===== src/rtl/lcfp_pkg.sv =====
// ----------------------------------------------------------------------------
// lcfp_pkg
// Shared types and constants for the link command frame parser.
// ----------------------------------------------------------------------------
package lcfp_pkg;

  // Input word kinds
  localparam logic [1:0] OP_BYTE  = 2'd0;
  localparam logic [1:0] OP_JOIN  = 2'd1;
  localparam logic [1:0] OP_LEAVE = 2'd2;

  // Result event codes
  typedef enum logic [2:0] {
    EV_NONE         = 3'd0,
    EV_COMMAND      = 3'd1,
    EV_BLANK        = 3'd2,
    EV_HOST_ARRIVED = 3'd3,
    EV_REANNOUNCE   = 3'd4,
    EV_HOST_GONE    = 3'd5,
    EV_JOINED       = 3'd6,
    EV_LEFT         = 3'd7
  } event_t;

  // Frame progress, one-hot
  typedef enum logic [11:0] {
    FS_IDLE    = 12'b0000_0000_0001,
    FS_CMD_HDR = 12'b0000_0000_0010,  // C or X seen
    FS_CMD_Z   = 12'b0000_0000_0100,  // Z seen
    FS_CMD_ADR = 12'b0000_0000_1000,  // own address seen
    FS_BLK_HDR = 12'b0000_0001_0000,  // D seen
    FS_BLK_Z   = 12'b0000_0010_0000,
    FS_BLK_ADR = 12'b0000_0100_0000,
    FS_HST_HDR = 12'b0000_1000_0000,  // M seen
    FS_HST_D0  = 12'b0001_0000_0000,  // M 0 seen
    FS_GON_HDR = 12'b0010_0000_0000,  // E seen
    FS_GON_ADR = 12'b0100_0000_0000,
    FS_GON_D0  = 12'b1000_0000_0000
  } frame_state_t;

  typedef struct packed {
    frame_state_t frame;
    logic         x_marker;
    logic         link_en;
    logic         host_mode;
    logic         blanked;
    logic [3:0]   last_cmd;
    logic         xlate;
    logic [7:0]   seen;
  } parse_state_t;

  localparam logic [7:0] CH_C    = 8'h43;
  localparam logic [7:0] CH_X    = 8'h58;
  localparam logic [7:0] CH_Z    = 8'h5A;
  localparam logic [7:0] CH_D    = 8'h44;
  localparam logic [7:0] CH_M    = 8'h4D;
  localparam logic [7:0] CH_E    = 8'h45;
  localparam logic [7:0] CH_ZERO = 8'd48;
  localparam logic [7:0] CH_NINE = 8'd57;
  localparam logic [7:0] SEEN_MAX = 8'd254;

endpackage


===== src/rtl/lcfp_step.sv =====
// ----------------------------------------------------------------------------
// lcfp_step
// Next-state and event logic for one received word.
// ----------------------------------------------------------------------------
module lcfp_step
  import lcfp_pkg::*;
(
  input  parse_state_t st,
  input  logic [1:0]   op,
  input  logic [7:0]   rx_byte,
  input  logic [3:0]   node_address,
  output parse_state_t st_next,
  output event_t       event_res
);

  always_comb begin
    parse_state_t n;
    frame_state_t s;
    event_t       ev;
    logic         on;
    logic [7:0]   own;
    logic [7:0]   cnt;
    logic         digit;

    n     = st;
    s     = st.frame;
    ev    = EV_NONE;
    on    = st.link_en;
    own   = {4'd0, node_address} + CH_ZERO;
    cnt   = st.seen + 8'd1;
    digit = (rx_byte >= CH_ZERO) && (rx_byte <= CH_NINE);

    unique case (op)
      OP_BYTE: begin
        // Tests run in fixed order on the updated frame state
        if (s == FS_IDLE && on) begin
          if (rx_byte == CH_C || rx_byte == CH_X) s = FS_CMD_HDR;
          n.x_marker = (rx_byte == CH_X);
        end
        if (s == FS_CMD_HDR && on && rx_byte == CH_Z) s = FS_CMD_Z;
        if (s == FS_CMD_ADR && on && digit) begin
          n.last_cmd = rx_byte[3:0] - CH_ZERO[3:0];
          n.blanked  = 1'b0;
          n.seen     = (cnt > SEEN_MAX) ? 8'd1 : cnt;
          n.xlate    = n.x_marker;
          ev         = EV_COMMAND;
        end
        if (s == FS_CMD_Z && on && rx_byte == own) s = FS_CMD_ADR;
        if (s == FS_IDLE && on && rx_byte == CH_D) s = FS_BLK_HDR;
        if (s == FS_BLK_HDR && on && rx_byte == CH_Z) s = FS_BLK_Z;
        if (s == FS_BLK_ADR && on && rx_byte == CH_ZERO) begin
          n.blanked = 1'b1;
          s         = FS_IDLE;
          ev        = EV_BLANK;
        end
        if (s == FS_BLK_Z && on && rx_byte == own) s = FS_BLK_ADR;
        if (rx_byte == CH_M) s = FS_HST_HDR;
        if (s == FS_HST_D0 && rx_byte == CH_ZERO) begin
          if (!st.host_mode) begin
            n.host_mode = 1'b1;
            ev          = EV_HOST_ARRIVED;
          end else begin
            n.link_en = 1'b1;
            ev        = EV_REANNOUNCE;
          end
          s = FS_IDLE;
        end
        if (s == FS_HST_HDR && rx_byte == CH_ZERO) s = FS_HST_D0;
        on = n.link_en;
        if (s == FS_IDLE && on && rx_byte == CH_E) s = FS_GON_HDR;
        if (s == FS_GON_D0 && on && rx_byte == CH_ZERO) begin
          n.host_mode = 1'b0;
          n.seen      = 8'd0;
          s           = FS_IDLE;
          ev          = EV_HOST_GONE;
        end
        if (s == FS_GON_ADR && on && rx_byte == CH_ZERO) s = FS_GON_D0;
        if (s == FS_GON_HDR && on && rx_byte == own) s = FS_GON_ADR;
        // No progress: drop back to idle
        if (s == st.frame) s = FS_IDLE;
        n.frame = s;
      end
      OP_JOIN: begin
        n.link_en = 1'b1;
        ev        = EV_JOINED;
      end
      OP_LEAVE: begin
        n.link_en = 1'b0;
        ev        = EV_LEFT;
      end
      default: begin
        ev = EV_NONE;
      end
    endcase

    st_next   = n;
    event_res = ev;
  end

endmodule


===== src/rtl/link_command_frame_parser.sv =====
// ----------------------------------------------------------------------------
// link_command_frame_parser
// Receive-side frame parser for a slave node on a serial link.
// ----------------------------------------------------------------------------
// Path: an accepted input word goes to the input register, then its result
// word to the result register. Throughput: one word per cycle while the
// result stage is not stalled; the parser state updates in one pass.
// Reset (rst, synchronous): parser idle, link off, counters cleared,
// node_address = 1, both pipeline stages empty.
module link_command_frame_parser
  import lcfp_pkg::*;
(
  input  logic        clk,
  input  logic        rst,
  input  logic        cfg_valid,
  output logic        cfg_ready,
  input  logic [3:0]  cfg_data,       // node_address
  input  logic        s_axis_tvalid,
  output logic        s_axis_tready,
  input  logic [7:0]  s_axis_tdata,   // [7:0] rx_byte
  input  logic [1:0]  s_axis_tuser,   // [1:0] op
  output logic        m_axis_tvalid,
  input  logic        m_axis_tready,
  output logic [15:0] m_axis_tdata,   // [3:0] command_value, [4] translate,
                                      // [12:5] host_seen_count, [15:13] zero
  output logic [2:0]  m_axis_tuser    // [2:0] event_res
);

  logic [3:0]   node_address;
  parse_state_t st;
  parse_state_t st_next;
  event_t       ev;

  logic         in_valid;
  logic [1:0]   in_op;
  logic [7:0]   in_byte;

  logic         out_valid;
  logic [2:0]   out_event;
  logic [3:0]   out_cmd;
  logic         out_xlate;
  logic [7:0]   out_seen;

  logic         out_load;
  logic         in_load;

  assign cfg_ready     = 1'b1;
  assign out_load      = in_valid && (!out_valid || m_axis_tready);
  assign s_axis_tready = !in_valid || out_load;
  assign in_load       = s_axis_tvalid && s_axis_tready;

  always_ff @(posedge clk) begin
    if (rst) begin
      node_address <= 4'd1;
    end else if (cfg_valid && cfg_ready) begin
      node_address <= cfg_data;
    end
  end

  // Input stage
  always_ff @(posedge clk) begin
    if (rst) begin
      in_valid <= 1'b0;
    end else if (in_load) begin
      in_valid <= 1'b1;
    end else if (out_load) begin
      in_valid <= 1'b0;
    end
  end

  always_ff @(posedge clk) begin
    if (in_load) begin
      in_op   <= s_axis_tuser;
      in_byte <= s_axis_tdata;
    end
  end

  lcfp_step u_step (
    .st           (st),
    .op           (in_op),
    .rx_byte      (in_byte),
    .node_address (node_address),
    .st_next      (st_next),
    .event_res    (ev)
  );

  // Parser state advances as a word moves into the result stage
  always_ff @(posedge clk) begin
    if (rst) begin
      st <= '{frame: FS_IDLE, x_marker: 1'b0, link_en: 1'b0, host_mode: 1'b0,
              blanked: 1'b0, last_cmd: 4'd0, xlate: 1'b0, seen: 8'd0};
    end else if (out_load) begin
      st <= st_next;
    end
  end

  // Result stage
  always_ff @(posedge clk) begin
    if (rst) begin
      out_valid <= 1'b0;
    end else if (out_load) begin
      out_valid <= 1'b1;
    end else if (m_axis_tready) begin
      out_valid <= 1'b0;
    end
  end

  always_ff @(posedge clk) begin
    if (out_load) begin
      out_event <= ev;
      out_cmd   <= st_next.last_cmd;
      out_xlate <= st_next.xlate;
      out_seen  <= st_next.seen;
    end
  end

  assign m_axis_tvalid = out_valid;
  assign m_axis_tuser  = out_event;
  assign m_axis_tdata  = {3'd0, out_seen, out_xlate, out_cmd};

endmodule


===== config.mk =====
export PLATFORM = sky130hd
export DESIGN_NAME = link_command_frame_parser
export DESIGN_NICKNAME = d
export VERILOG_FILES = /design/src/rtl/lcfp_pkg.sv /design/src/rtl/lcfp_step.sv /design/src/rtl/link_command_frame_parser.sv
export SDC_FILE = /design/constraint.sdc
export NUM_CORES = 1
export LEC_CHECK = 0
export BUFFER_PORTS_ARGS = -buffer_cell sky130_fd_sc_hd__buf_2
export CAP_MARGIN = 20
export CORE_UTILIZATION = 54
export DETAILED_ROUTE_END_ITERATION = 12
export PLACE_DENSITY = 0.75
export SYNTH_ARGS = -nofsm -noshare
export SYNTH_HDL_FRONTEND = slang
export SYNTH_SLANG_ARGS = --single-unit
export TNS_END_PERCENT = 20

===== constraint.sdc =====
create_clock -name clk -period 3.8 [get_ports clk]
set_input_delay 0.38 -clock clk [delete_from_list [all_inputs] [get_ports clk]]
set_output_delay 0.38 -clock clk [all_outputs]
set_load 0.01 [all_outputs]

==> results of run 1 <==
state kept, by name (all words and copies together), names as in the netlist, 2 cells and up:
name / count
out_cmd: 4
in_byte: 8
node_address: 4
out_seen: 8
in_op: 2
m_axis_tuser: 3
st: 28
layout make-up:
type,count,share of cell area
multi-input combinational,371,0.4949
clock inverter,6,0.009109
tap,99,0.02505
sequential,60,0.2958
timing repair buffer,102,0.1374
inverter,10,0.007591
clock buffer,10,0.03011
layer usage:
| layer | vias up | part of all wire |
|---|---|---|
| met4 | 0 | 0.029 |
| met2 | 220 | 0.45 |
| li1 | 1946 | - |
| met1 | 1929 | 0.43 |
| met5 | - | 0 |
| met3 | 37 | 0.085 |
logic make-up after synthesis:
family | count (synthesis) | share of synthesized area
DFF | 60 | 0.3630
muxes | 15 | 0.03947
xor gates and xnor gates | 8 | 0.01740
and+or+nand+nor | 209 | 0.2927
adders and majority gates | 5 | 0.01554
AOI/OAI and AO/OA | 130 | 0.2222
buffers and inverters | 44 | 0.04786
other | 2 | 0.001865
worst max-delay path, cell delays in order (launching register included):
cell                        delay (ns)
sky130_fd_sc_hd__edfxtp_1         0.39
sky130_fd_sc_hd__or4b_4           0.55
sky130_fd_sc_hd__or3_4            0.39
sky130_fd_sc_hd__or4_4            0.46
sky130_fd_sc_hd__a31o_4           0.28
sky130_fd_sc_hd__nor4_4           0.42
sky130_fd_sc_hd__o2111ai_2        0.25
sky130_fd_sc_hd__a2111oi_4        0.38
sky130_fd_sc_hd__nor3_2           0.12
sky130_fd_sc_hd__o221a_4          0.31
sky130_fd_sc_hd__a2bb2oi_2        0.13
synthesized netlist by cell type, types with 7 or more instances:
| library cell | number |
|---|---|
| sky130_fd_sc_hd__nor3_1 | 15 |
| sky130_fd_sc_hd__nor4_1 | 10 |
| sky130_fd_sc_hd__inv_1 | 10 |
| sky130_fd_sc_hd__nand4_1 | 11 |
| sky130_fd_sc_hd__and3_1 | 8 |
| sky130_fd_sc_hd__a31oi_1 | 10 |
| sky130_fd_sc_hd__o21ai_1 | 8 |
| sky130_fd_sc_hd__dfxtp_1 | 34 |
| sky130_fd_sc_hd__and2_1 | 10 |
| sky130_fd_sc_hd__a21oi_1 | 34 |
| sky130_fd_sc_hd__nor2_1 | 48 |
| sky130_fd_sc_hd__or3_1 | 9 |
| sky130_fd_sc_hd__edfxtp_1 | 26 |
| sky130_fd_sc_hd__nor2b_1 | 10 |
| sky130_fd_sc_hd__nand3_1 | 12 |
| sky130_fd_sc_hd__o21ai_0 | 24 |
| sky130_fd_sc_hd__mux2i_1 | 8 |
| sky130_fd_sc_hd__clkbuf_1 | 25 |
| sky130_fd_sc_hd__mux2_2 | 7 |
| sky130_fd_sc_hd__nand2_1 | 35 |
path summary, 6_finish.rpt:
path / startpoint / endpoint / slack [ns] / cells after the start
hold reg to reg: st[9] / st[9] / 0.50 / 2
setup reg to reg: in_byte[5] / st[17] / -0.003 / 10
hold / removal: s_axis_tdata[7] / in_byte[7] / 0.21 / 1
setup / recovery: in_byte[5] / st[17] / -0.003 / 10
cells in the final DEF (no fill, tap or decap), types with 6 or more instances in the layout:
cell / Yosys / routed
sky130_fd_sc_hd__a21oi_1: 34 / 34
sky130_fd_sc_hd__a31oi_1: 10 / 9
sky130_fd_sc_hd__and2_1: 10 / 10
sky130_fd_sc_hd__and3_1: 8 / 8
sky130_fd_sc_hd__and4_1: 6 / 6
sky130_fd_sc_hd__buf_2: 1 / 36
sky130_fd_sc_hd__buf_4: 5 / 65
sky130_fd_sc_hd__clkbuf_8: 0 / 9
sky130_fd_sc_hd__dfxtp_1: 34 / 33
sky130_fd_sc_hd__edfxtp_1: 26 / 26
sky130_fd_sc_hd__inv_1: 10 / 10
sky130_fd_sc_hd__mux2_2: 7 / 7
sky130_fd_sc_hd__mux2i_1: 8 / 8
sky130_fd_sc_hd__nand2_1: 35 / 35
sky130_fd_sc_hd__nand3_1: 12 / 12
sky130_fd_sc_hd__nand4_1: 11 / 11
sky130_fd_sc_hd__nor2_1: 48 / 48
sky130_fd_sc_hd__nor2b_1: 10 / 9
sky130_fd_sc_hd__nor3_1: 15 / 14
sky130_fd_sc_hd__nor4_1: 10 / 10
sky130_fd_sc_hd__o211ai_1: 6 / 6
sky130_fd_sc_hd__o21ai_0: 24 / 21
sky130_fd_sc_hd__o21ai_1: 8 / 10
sky130_fd_sc_hd__or3_1: 9 / 9
where the power goes:
part,internal (mW),switching [mW]
Combinational,0.0563,0.0757
Clock,0.280,0.285
Sequential,0.693,0.0100
metrics by stage:
stage | std cells | util
3_5_place_dp | 637 | 0.6472
6_report | 658 | 0.6854
3_3_place_gp | 637 | 0.6472
2_1_floorplan | 475 | -
4_1_cts | 653 | 0.6748
5_1_grt | 658 | 0.6854
what timing repair did:
action / CTS / global route
setup endpoints to repair: 10 / 29
resized for setup: 2 / 10
pin swaps: 1 / 8
buffers inserted: 0 / 5
gates cloned: 0 / 0
==> metrics.txt, run 1 <==
cell type with the highest aggregate area in the netlist sky130_fd_sc_hd__edfxtp_1; number of global-route vias before repair 3,704; die width 88.35 microns; clock slew at reported path FFs 0.07 ns; post-route DRC violation count 0; Required @ worst endpoint 4.01 ns; post-route standard cell area excluding fillers 4945 sq um; Worst Setup Slack post-DPL -0.05733 ns; result of the run finished, violations left; routed wire length per instance 18.89 microns; placed standard-cell area 4669 sq um; site row count 31; post-synthesis instance area 4026 sq um; Rel. slew slack 0.5213; PD cells 283.0 nW/um^2; max-cap check violation count 0; first-pass detailed-route iteration total 6; height of the chip 88.35 microns; WP data arrival 4.02 ns; layout cell share with drive strength beyond 1 0.2773; post-cts hold buffer count 0; area occupied by multi-input gates 2447 sq um; global-route met1 utilization 0.4621; layout overhead on the synthesized area 22.81%; Synth Register Bits 60; total clock buffers created by CTS 9; Avg Synthesized Cell Area 8.512 sq um; GP Congestion 0.9562; Critical Setup Path Class register to register; number of hold violations in the final report 0; failing checks setup timing; YS warnings 0; Worst setup EP type register; number of clock sinks 60; minimum period implied by the final worst setup slack 3.803 ns; Top FF cell, synth sky130_fd_sc_hd__dfxtp_1; leakage power figure 1.905 nW; most utilized layer in the global route result met2; number of distinct library cell variants in the gate-level netlist after synthesis 73; cell types occupying the most area after synthesis sky130_fd_sc_hd__edfxtp_1 19%, sky130_fd_sc_hd__dfxtp_1 17%, sky130_fd_sc_hd__nor2_1 4.5%, sky130_fd_sc_hd__a21oi_1 4.2%, sky130_fd_sc_hd__nand2_1 3.3%; Max rail drop VDD 0.3427 mV; post-route worst hold slack 0.2138 ns; count of nets left with antenna violations after detail routing 0; number of port buffers 36; Total Neg Setup Slack -0.003249 ns; instance count of the mapped netlist 473; met2 Usage GRT 0.5035; met3 global-route usage 0.05970; buffer levels on the longest clock path 2; Period Utilization, post-route 1.001; count of flip-flops with a built-in enable after synthesis 26; post-DR vias/cell 6.280; initial core utilization 0.5581; Seq. cell area 1463 sq um; total power 1.399 mW; proportion of netlist area held by the largest area contributor 0.1939; ports placed on the boundary 41; die footprint 7806 sq um; worst clock skew on the final layout 0.01243 ns; Pins Over Slew Limit 0; Critical Path Fanout Max 7; # H-tree levels 3; Root Buffer Master sky130_fd_sc_hd__clkbuf_8; number of nets at the end of the flow 578; via count 4,132; type of element launching the critical path register; fraction of the yosys area taken by sequential cells 0.3630; Floorplan Core Area 7214 sq um; GRT Total Usage 0.3280; routed wire length 12,430 microns; placed wire-length estimate 9182 microns; count of final setup violators 1; PnR worst setup slack -0.003249 ns; clock tree from TritonCTS built; overflow left after global routing 0; initial antenna violation count 0; achievable clock frequency 262.9 MHz; class of the worst hold path primary input to register; pin count of the biggest net entering global routing 30; number of filler cells placed in the layout 615; number of antenna repair diodes 0; wire length of the first global-routing pass 19,150 microns; share of flip-flops with an asynchronous set or reset after synthesis 0; unrepaired setup endpoints after global routing yes; initial detailed-routing violation count 472; clock latency on the worst-skew pair 0.35 ns; transition time of the tightest slew-check pin 0.7117 ns
(Power assumes the default switching activity.)
==> run 2: changes to the inputs <==
Settings changed: ABC_AREA set to 1.
==> run 2 against run 1 <==
The run still ends with setup timing left; first-iteration DRC count fell by 12%; routed wire length rose by 13%; hold slack got worse by 0.018 ns; total power rose by 2.9%; clock skew rose by 0.0034 ns; sequential share of layout area fell by 4.0 points; critical path type unchanged.
==> metrics.txt, run 2 <==
result of the run finished, violations left (unchanged); failing checks setup timing (unchanged); Floorplan Core Area 7292 sq um (was 7214 sq um); crit-path max cell delay 0.52 ns (was 0.55 ns); ports placed on the boundary 41 (unchanged); PD cells 252.4 nW/um^2 (was 283.0 nW/um^2); registers with the most flip-flops st: 28 flops, in_byte: 8 flops, out_seen: 8 flops (unchanged); layout overhead on the synthesized area 38.96% (was 22.81%); Critical Setup Path Class register to register (unchanged); height of the chip 89.22 microns (was 88.35 microns); Period Utilization, post-route 1.109 (was 1.001); Rel. slew slack 0.4954 (was 0.5213); CP bufs+invs 1 (was 0); clock tree from TritonCTS built (unchanged); minimum period implied by the final worst setup slack 4.216 ns (was 3.803 ns); placed wire-length estimate 9421 microns (was 9182 microns); leakage power figure 2.616 nW (was 1.905 nW); count of flip-flops with a built-in enable after synthesis 26 (unchanged); first-pass detailed-route iteration total 6 (unchanged); initial core utilization 0.5633 (was 0.5581); number of clock sinks 60 (unchanged); GP Congestion 1.008 (was 0.9562); Critical Path Fanout Max 5 (was 7); Worst setup EP type register (unchanged); Clk pwr share 0.396 (was 0.404); GRT Total Usage 0.3520 (was 0.3280); number of nets at the end of the flow 786 (was 578); number of antenna repair diodes 0 (unchanged); Synth top cells by count 118 x sky130_fd_sc_hd__nand2_1, 81 x sky130_fd_sc_hd__inv_1, 71 x sky130_fd_sc_hd__nor2_1 (was 48 x sky130_fd_sc_hd__nor2_1, 35 x sky130_fd_sc_hd__nand2_1, 34 x sky130_fd_sc_hd__a21oi_1, 34 x sky130_fd_sc_hd__dfxtp_1, 26 x sky130_fd_sc_hd__edfxtp_1); post-route standard cell area excluding fillers 5708 sq um (was 4945 sq um); post-synthesis instance area 4108 sq um (was 4026 sq um); critical register-to-register path startpoint in_byte[3] (was in_byte[5]); instance count of the mapped netlist 603 (was 473); share of total power consumed by net switching 0.2773 (was 0.2649); post-route DRC violation count 0 (unchanged); achievable clock frequency 237.2 MHz (was 262.9 MHz); Inst Count DP 813 (was 637); post-route insts no fill 866 (was 658); Avg Synthesized Cell Area 6.812 sq um (was 8.512 sq um); class of the worst hold path primary input to register (unchanged); site row count 31 (unchanged); total clock buffers created by CTS 9 (unchanged); initial detailed-routing violation count 416 (was 472); PnR worst setup slack -0.4159 ns (was -0.003249 ns); max-cap check violation count 0 (unchanged); most frequent cell after synthesis sky130_fd_sc_hd__nand2_1 (was sky130_fd_sc_hd__nor2_1); number of global-route vias before repair 4,426 (was 3,704); Top FF cell, synth sky130_fd_sc_hd__dfxtp_1 (unchanged); post-DR vias/cell 5.665 (was 6.280); Register-to-Register Path Depth 34 (was 10); register bank with the most flops st (unchanged); Logic pwr share 0.110 (was 0.094); portion of total power attributed to sequential cells 0.494 (was 0.502); routed wire length per instance 16.18 microns (was 18.89 microns); kind of cell adding the most delay to the critical path simple AND/OR/NAND/NOR gates (unchanged); initial antenna violation count 0 (unchanged); WP data arrival 4.44 ns (was 4.02 ns); clock latency on the worst-skew pair 0.35 ns (about the same); flop2flop setup slack -0.42 ns (was -0.003 ns); hold-critical path depth 1 (unchanged); YS warnings 0 (unchanged); max FFs per register 28 (unchanged); pin count of the biggest net entering global routing 30 (unchanged); placed standard-cell area 5015 sq um (was 4669 sq um); die width 89.22 microns (was 88.35 microns); Required @ worst endpoint 4.03 ns (was 4.01 ns); Pins Over Slew Limit 0 (unchanged); Max rail drop VDD 0.2509 mV (was 0.3427 mV); via count 4,906 (was 4,132); routed wire length 14,010 microns (was 12,430 microns); proportion of netlist area held by the largest area contributor 0.1901 (was 0.1939); unrepaired setup endpoints after global routing yes (unchanged); transition time of the tightest slew-check pin 0.7523 ns (was 0.7117 ns); layout cell share with drive strength beyond 1 0.3507 (was 0.2773); Total Neg Setup Slack -5.765 ns (was -0.003249 ns); most used cells in the layout excluding fill and tap cells 128 x sky130_fd_sc_hd__buf_4, 108 x sky130_fd_sc_hd__nand2_1, 80 x sky130_fd_sc_hd__inv_1 (was 65 x sky130_fd_sc_hd__buf_4, 48 x sky130_fd_sc_hd__nor2_1, 36 x sky130_fd_sc_hd__buf_2); cell types occupying the most area after synthesis sky130_fd_sc_hd__edfxtp_1 19%, sky130_fd_sc_hd__dfxtp_1 17%, sky130_fd_sc_hd__nand2_1 11%, sky130_fd_sc_hd__inv_1 7.4%, sky130_fd_sc_hd__nor2_1 6.5% (was sky130_fd_sc_hd__edfxtp_1 19%, sky130_fd_sc_hd__dfxtp_1 17%, sky130_fd_sc_hd__nor2_1 4.5%, sky130_fd_sc_hd__a21oi_1 4.2%, sky130_fd_sc_hd__nand2_1 3.3%); overflow left after global routing 0 (unchanged); Critical Path Slowest Stage Cell sky130_fd_sc_hd__edfxtp_1 (was sky130_fd_sc_hd__or4b_4); fraction of the yosys area taken by sequential cells 0.3558 (was 0.3630); die footprint 7959 sq um (was 7806 sq um); number of port buffers 36 (unchanged); P_int 1.041 mW (was 1.029 mW); clock slew at reported path FFs 0.08 ns (was 0.07 ns); Root Buffer Master sky130_fd_sc_hd__clkbuf_8 (unchanged); most common library cell in the layout ignoring fill and taps sky130_fd_sc_hd__buf_4 (unchanged); Reg-to-Reg End st[17] (unchanged); type of element launching the critical path register (unchanged); worst hold start s_axis_tdata[2] (was s_axis_tdata[7]); power spent charging and discharging nets 0.3995 mW (was 0.3707 mW); Worst Setup Slack post-DPL -0.1746 ns (was -0.05733 ns); worst clock skew on the final layout 0.01580 ns (was 0.01243 ns); count of final setup violators 25 (was 1); cell type with the highest aggregate area in the netlist sky130_fd_sc_hd__edfxtp_1 (unchanged); wire length of the first global-routing pass 21,100 microns (was 19,150 microns); post-cts hold buffer count 0 (unchanged); number of distinct library cell variants in the gate-level netlist after synthesis 46 (was 73); count of nets left with antenna violations after detail routing 0 (unchanged); share of flip-flops with an asynchronous set or reset after synthesis 0 (unchanged); # H-tree levels 3 (unchanged); total power 1.441 mW (was 1.399 mW); Hold EP in_byte[2] (was in_byte[7]); buffer levels on the longest clock path 2 (unchanged); Synth Register Bits 60 (unchanged); number of hold violations in the final report 0 (unchanged)
[run 2: cell count changes after synthesis, sizes merged, moves of 8 or more]
cell    previous run  this run
a31oi             11         2
and2              10         0
clkbuf            25        10
inv               10        96
mux2i              8         0
nand2             35       127
nand3             12        45
nand4             11        26
nor2              48        80
nor2b             10         0
nor3              15        26
or3               10         0
[run 2: repair_timing]
| item | 4_1_cts | 5_1_grt |
|---|---|---|
| pin swaps | 9 | 17 |
| buffers inserted | 32 | 5 |
| setup endpoints to repair | 21 | 26 |
| cloned | 0 | 0 |
| gates resized for setup | 20 | 32 |
[run 2: metrics by stage]
| stage | hold WS [ns] | utilization |
|---|---|---|
| after floorplan | 0.4497 | - |
| after CTS | 0.1890 | 0.7565 |
| after global routing | 0.1944 | 0.7828 |
| after detailed placement | 0.4720 | 0.6877 |
| final | 0.1958 | 0.7828 |
| after global placement | 0.4674 | 0.6877 |
[run 2: kinds of logic after synthesis]
| group | synth area share |
|---|---|
| AND/OR/NAND/NOR | 0.3750 |
| flip-flops | 0.3558 |
| other | 0.001828 |
| adder cells (fa/ha/maj) | 0.01523 |
| XOR/XNOR | 0.02132 |
| buffers and inverters | 0.1148 |
| AO/OA/AOI/OAI | 0.1161 |
[run 2: area by class of cell]
| type | count | area (sq um) |
|---|---|---|
| tap | 99 | 123.9 |
| inverter | 100 | 376.6 |
| clock inverter | 6 | 45.04 |
| multi-input combinational | 426 | 2400 |
| clock buffer | 10 | 148.9 |
| sequential | 60 | 1461 |
| fill | 565 | 1584 |
| timing repair buffer | 165 | 1152 |
[run 2: how the worst max path moves through the flow]
stage	from	endpoint	slack (ns)	cells after the start
6_report	in_byte[3]	st[17]	-0.42	34
5_1_grt	in_byte[3]	st[17]	-0.73	28
4_1_cts	in_byte[2]	st[17]	-0.16	34
3_5_place_dp	in_byte[1]	st[24]	-0.17	30
3_3_place_gp	st[19]	st[24]	-0.12	30
2_1_floorplan	in_byte[2]	st[17]	0.29	32
[run 2: power groups by stage]
| stage | registers (mW) | clock network (mW) | logic (mW) |
|---|---|---|---|
| after floorplan | 0.727 | 0 | 0.0835 |
| after global placement | 0.725 | 0 | 0.140 |
| after detailed placement | 0.726 | 0 | 0.143 |
| after CTS | 0.711 | 0.575 | 0.147 |
| after global routing | 0.715 | 0.600 | 0.173 |
| final | 0.712 | 0.570 | 0.159 |
[run 2: per-layer routing]
metal | vias up | routed length (microns) | GRT usage
met1 | 2222 | 5767 | 0.4646
met2 | 303 | 6431 | 0.5586
met3 | 67 | 1162 | 0.05817
met5 | - | 0 | 0
li1 | 2314 | - | -
met4 | 0 | 651 | 0.1775
==> run 3: changes to the inputs <==
Settings changed: CTS_CLUSTER_DIAMETER set to 30, HOLD_SLACK_MARGIN set to 0.08, TNS_END_PERCENT 20 to unset.
==> run 3 against run 2 <==
The run still ends with setup timing left; cell count up 0.12%; via count increased by 0.98%; clock skew is 0.0011 ns lower; clock-buffer cell count is the same; total power rose by 0.20%; design area grew 0.44%; worst setup slack worse by 0.025 ns; combinational power about the same; routed wire length grew 1.1%; non-clock buffer count grew 1; die area unchanged; sequential cell count stayed put; largest cell class unchanged; largest power group unchanged.
==> metrics.txt, run 3 (same netlist as run 2, synthesis figures left out) <==
result of the run finished, violations left (unchanged); failing checks setup timing (unchanged); class of the worst hold path primary input to register (unchanged); die width 89.22 microns (unchanged); register bank with the most flops st (unchanged); PnR worst setup slack -0.4404 ns (was -0.4159 ns); number of port buffers 36 (unchanged); placed wire-length estimate 9421 microns (unchanged); routed wire length 14,170 microns (was 14,010 microns); clock tree from TritonCTS built (unchanged); via count 4,954 (was 4,906); post-DR vias/cell 5.714 (was 5.665); flop2flop setup slack -0.44 ns (was -0.42 ns); GP Congestion 1.008 (unchanged); count of nets left with antenna violations after detail routing 0 (unchanged); Rel. slew slack 0.4890 (was 0.4954); CP bufs+invs 3 (was 1); overflow left after global routing 0 (unchanged); final core utilization 0.7862 (was 0.7828); Required @ worst endpoint 4.00 ns (was 4.03 ns); Inst Count DP 813 (unchanged); clock slew at reported path FFs 0.08 ns (about the same); number of global-route vias before repair 4,426 (unchanged); number of filler cells placed in the layout 560 (was 565); max-cap check violation count 0 (unchanged); buffer levels on the longest clock path 2 (unchanged); total clock buffers created by CTS 9 (unchanged); die footprint 7959 sq um (unchanged); Critical Path Fanout Max 5 (unchanged); placed standard-cell area 5015 sq um (unchanged); max FFs per register 28 (unchanged); registers with the most flip-flops st: 28 flops, in_byte: 8 flops, out_seen: 8 flops (unchanged); kind of cell adding the most delay to the critical path simple AND/OR/NAND/NOR gates (unchanged); Pins Over Slew Limit 0 (unchanged); first-pass detailed-route iteration total 6 (unchanged); post-route DRC violation count 0 (unchanged); clock latency on the worst-skew pair 0.35 ns (about the same); initial antenna violation count 0 (unchanged); number of antenna repair diodes 0 (unchanged); Worst Setup Slack post-DPL -0.1746 ns (unchanged); hold-critical path depth 1 (unchanged); most used cells in the layout excluding fill and tap cells 129 x sky130_fd_sc_hd__buf_4, 107 x sky130_fd_sc_hd__nand2_1, 79 x sky130_fd_sc_hd__inv_1 (was 128 x sky130_fd_sc_hd__buf_4, 108 x sky130_fd_sc_hd__nand2_1, 80 x sky130_fd_sc_hd__inv_1); minimum period implied by the final worst setup slack 4.240 ns (was 4.216 ns); critical register-to-register path startpoint in_byte[3] (unchanged); ports placed on the boundary 41 (unchanged); Critical Setup Path Class register to register (unchanged); height of the chip 89.22 microns (unchanged); pin count of the biggest net entering global routing 30 (unchanged); post-route insts no fill 867 (was 866); site row count 31 (unchanged); Reg-to-Reg End st[24] (was st[17]); worst hold start s_axis_tdata[2] (unchanged); WP data arrival 4.44 ns (about the same); post-cts hold buffer count 0 (unchanged); number of hold violations in the final report 0 (unchanged); unrepaired setup endpoints after global routing yes (unchanged); transition time of the tightest slew-check pin 0.7618 ns (was 0.7523 ns); most common library cell in the layout ignoring fill and taps sky130_fd_sc_hd__buf_4 (unchanged); layout overhead on the synthesized area 39.57% (was 38.96%); Period Utilization, post-route 1.116 (was 1.109); Worst setup EP type register (unchanged); Max rail drop VDD 0.2515 mV (was 0.2509 mV); # H-tree levels 3 (unchanged); layout cell share with drive strength beyond 1 0.3581 (was 0.3507); GRT Total Usage 0.3520 (unchanged); wire length of the first global-routing pass 21,100 microns (unchanged); initial core utilization 0.5633 (unchanged); leakage power figure 2.626 nW (was 2.616 nW); Register-to-Register Path Depth 31 (was 34); number of nets at the end of the flow 787 (was 786); Root Buffer Master sky130_fd_sc_hd__clkbuf_8 (unchanged); routed wire length per instance 16.35 microns (was 16.18 microns); achievable clock frequency 235.8 MHz (was 237.2 MHz); Critical Path Slowest Stage Cell sky130_fd_sc_hd__edfxtp_1 (unchanged); worst clock skew on the final layout 0.01474 ns (was 0.01580 ns); crit-path max cell delay 0.52 ns (about the same); post-route standard cell area excluding fillers 5733 sq um (was 5708 sq um); number of clock sinks 60 (unchanged); type of element launching the critical path register (unchanged); PD cells 251.8 nW/um^2 (was 252.4 nW/um^2); Floorplan Core Area 7292 sq um (unchanged); initial detailed-routing violation count 428 (was 416); count of final setup violators 25 (unchanged); Hold EP in_byte[2] (unchanged)
## run 3: worst max-delay path by stage
stage	end	from	cells after the start	slack, ns
global placement	st[24]	st[19]	30	-0.12
global route	st[17]	in_byte[2]	32	-0.69
CTS	st[17]	in_byte[2]	34	-0.16
finish	st[24]	in_byte[3]	31	-0.44
floorplan	st[17]	in_byte[2]	32	0.29
detailed placement	st[24]	in_byte[1]	30	-0.17
## run 3: cell type report
| class | count | area, sq um | share of cell area |
|---|---|---|---|
| Clock buffer | 10 | 148.9 | 0.02597 |
| Inverter | 100 | 376.6 | 0.06569 |
| Sequential cell | 60 | 1461 | 0.2549 |
| Tap cell | 99 | 123.9 | 0.02161 |
| Clock inverter | 6 | 45.04 | 0.007857 |
| Timing Repair Buffer | 166 | 1160 | 0.2023 |
| Multi-Input combinational cell | 426 | 2417 | 0.4217 |
## run 3: what timing repair did
item / CTS / global route
pin swaps: 9 / 21
buffers inserted: 32 / 6
gates resized for setup: 20 / 37
setup endpoints to repair: 21 / 26
gates cloned: 0 / 0
## run 3: power by group
part           internal (mW)  switching [mW]  total, mW  leakage [nW]
Combinational         0.0623          0.0985      0.161          1.99
Sequential             0.699          0.0132      0.712         0.528
Clock                  0.281           0.290      0.571         0.102
## run 3: through the flow
step	TNS (ns)	hold slack (ns)	power, mW
after global placement	-0.2552	0.4674	0.8650
final	-6.326	0.1994	1.444
after detailed placement	-0.5323	0.4720	0.8686
after CTS	-0.7706	0.1890	1.433
after floorplan	0	0.4497	0.8108
after global routing	-11.33	0.1944	1.490
## run 3: layer usage
layer,vias up,global-route usage,wire length (microns)
met5,-,0,0
met4,0,0.1775,605
met3,71,0.05817,1212
met2,307,0.5586,6555
met1,2265,0.4646,5799
li1,2311,-,-
## run 3: worst register-to-register path, delay by kind of cell, from the launching register on
| kind | cells | cell delay [ns] |
|---|---|---|
| and+or+nand+nor | 24 | 2.78 |
| AOI/OAI and AO/OA | 4 | 0.41 |
| buffers and inverters | 3 | 0.43 |
| DFF | 1 | 0.52 |
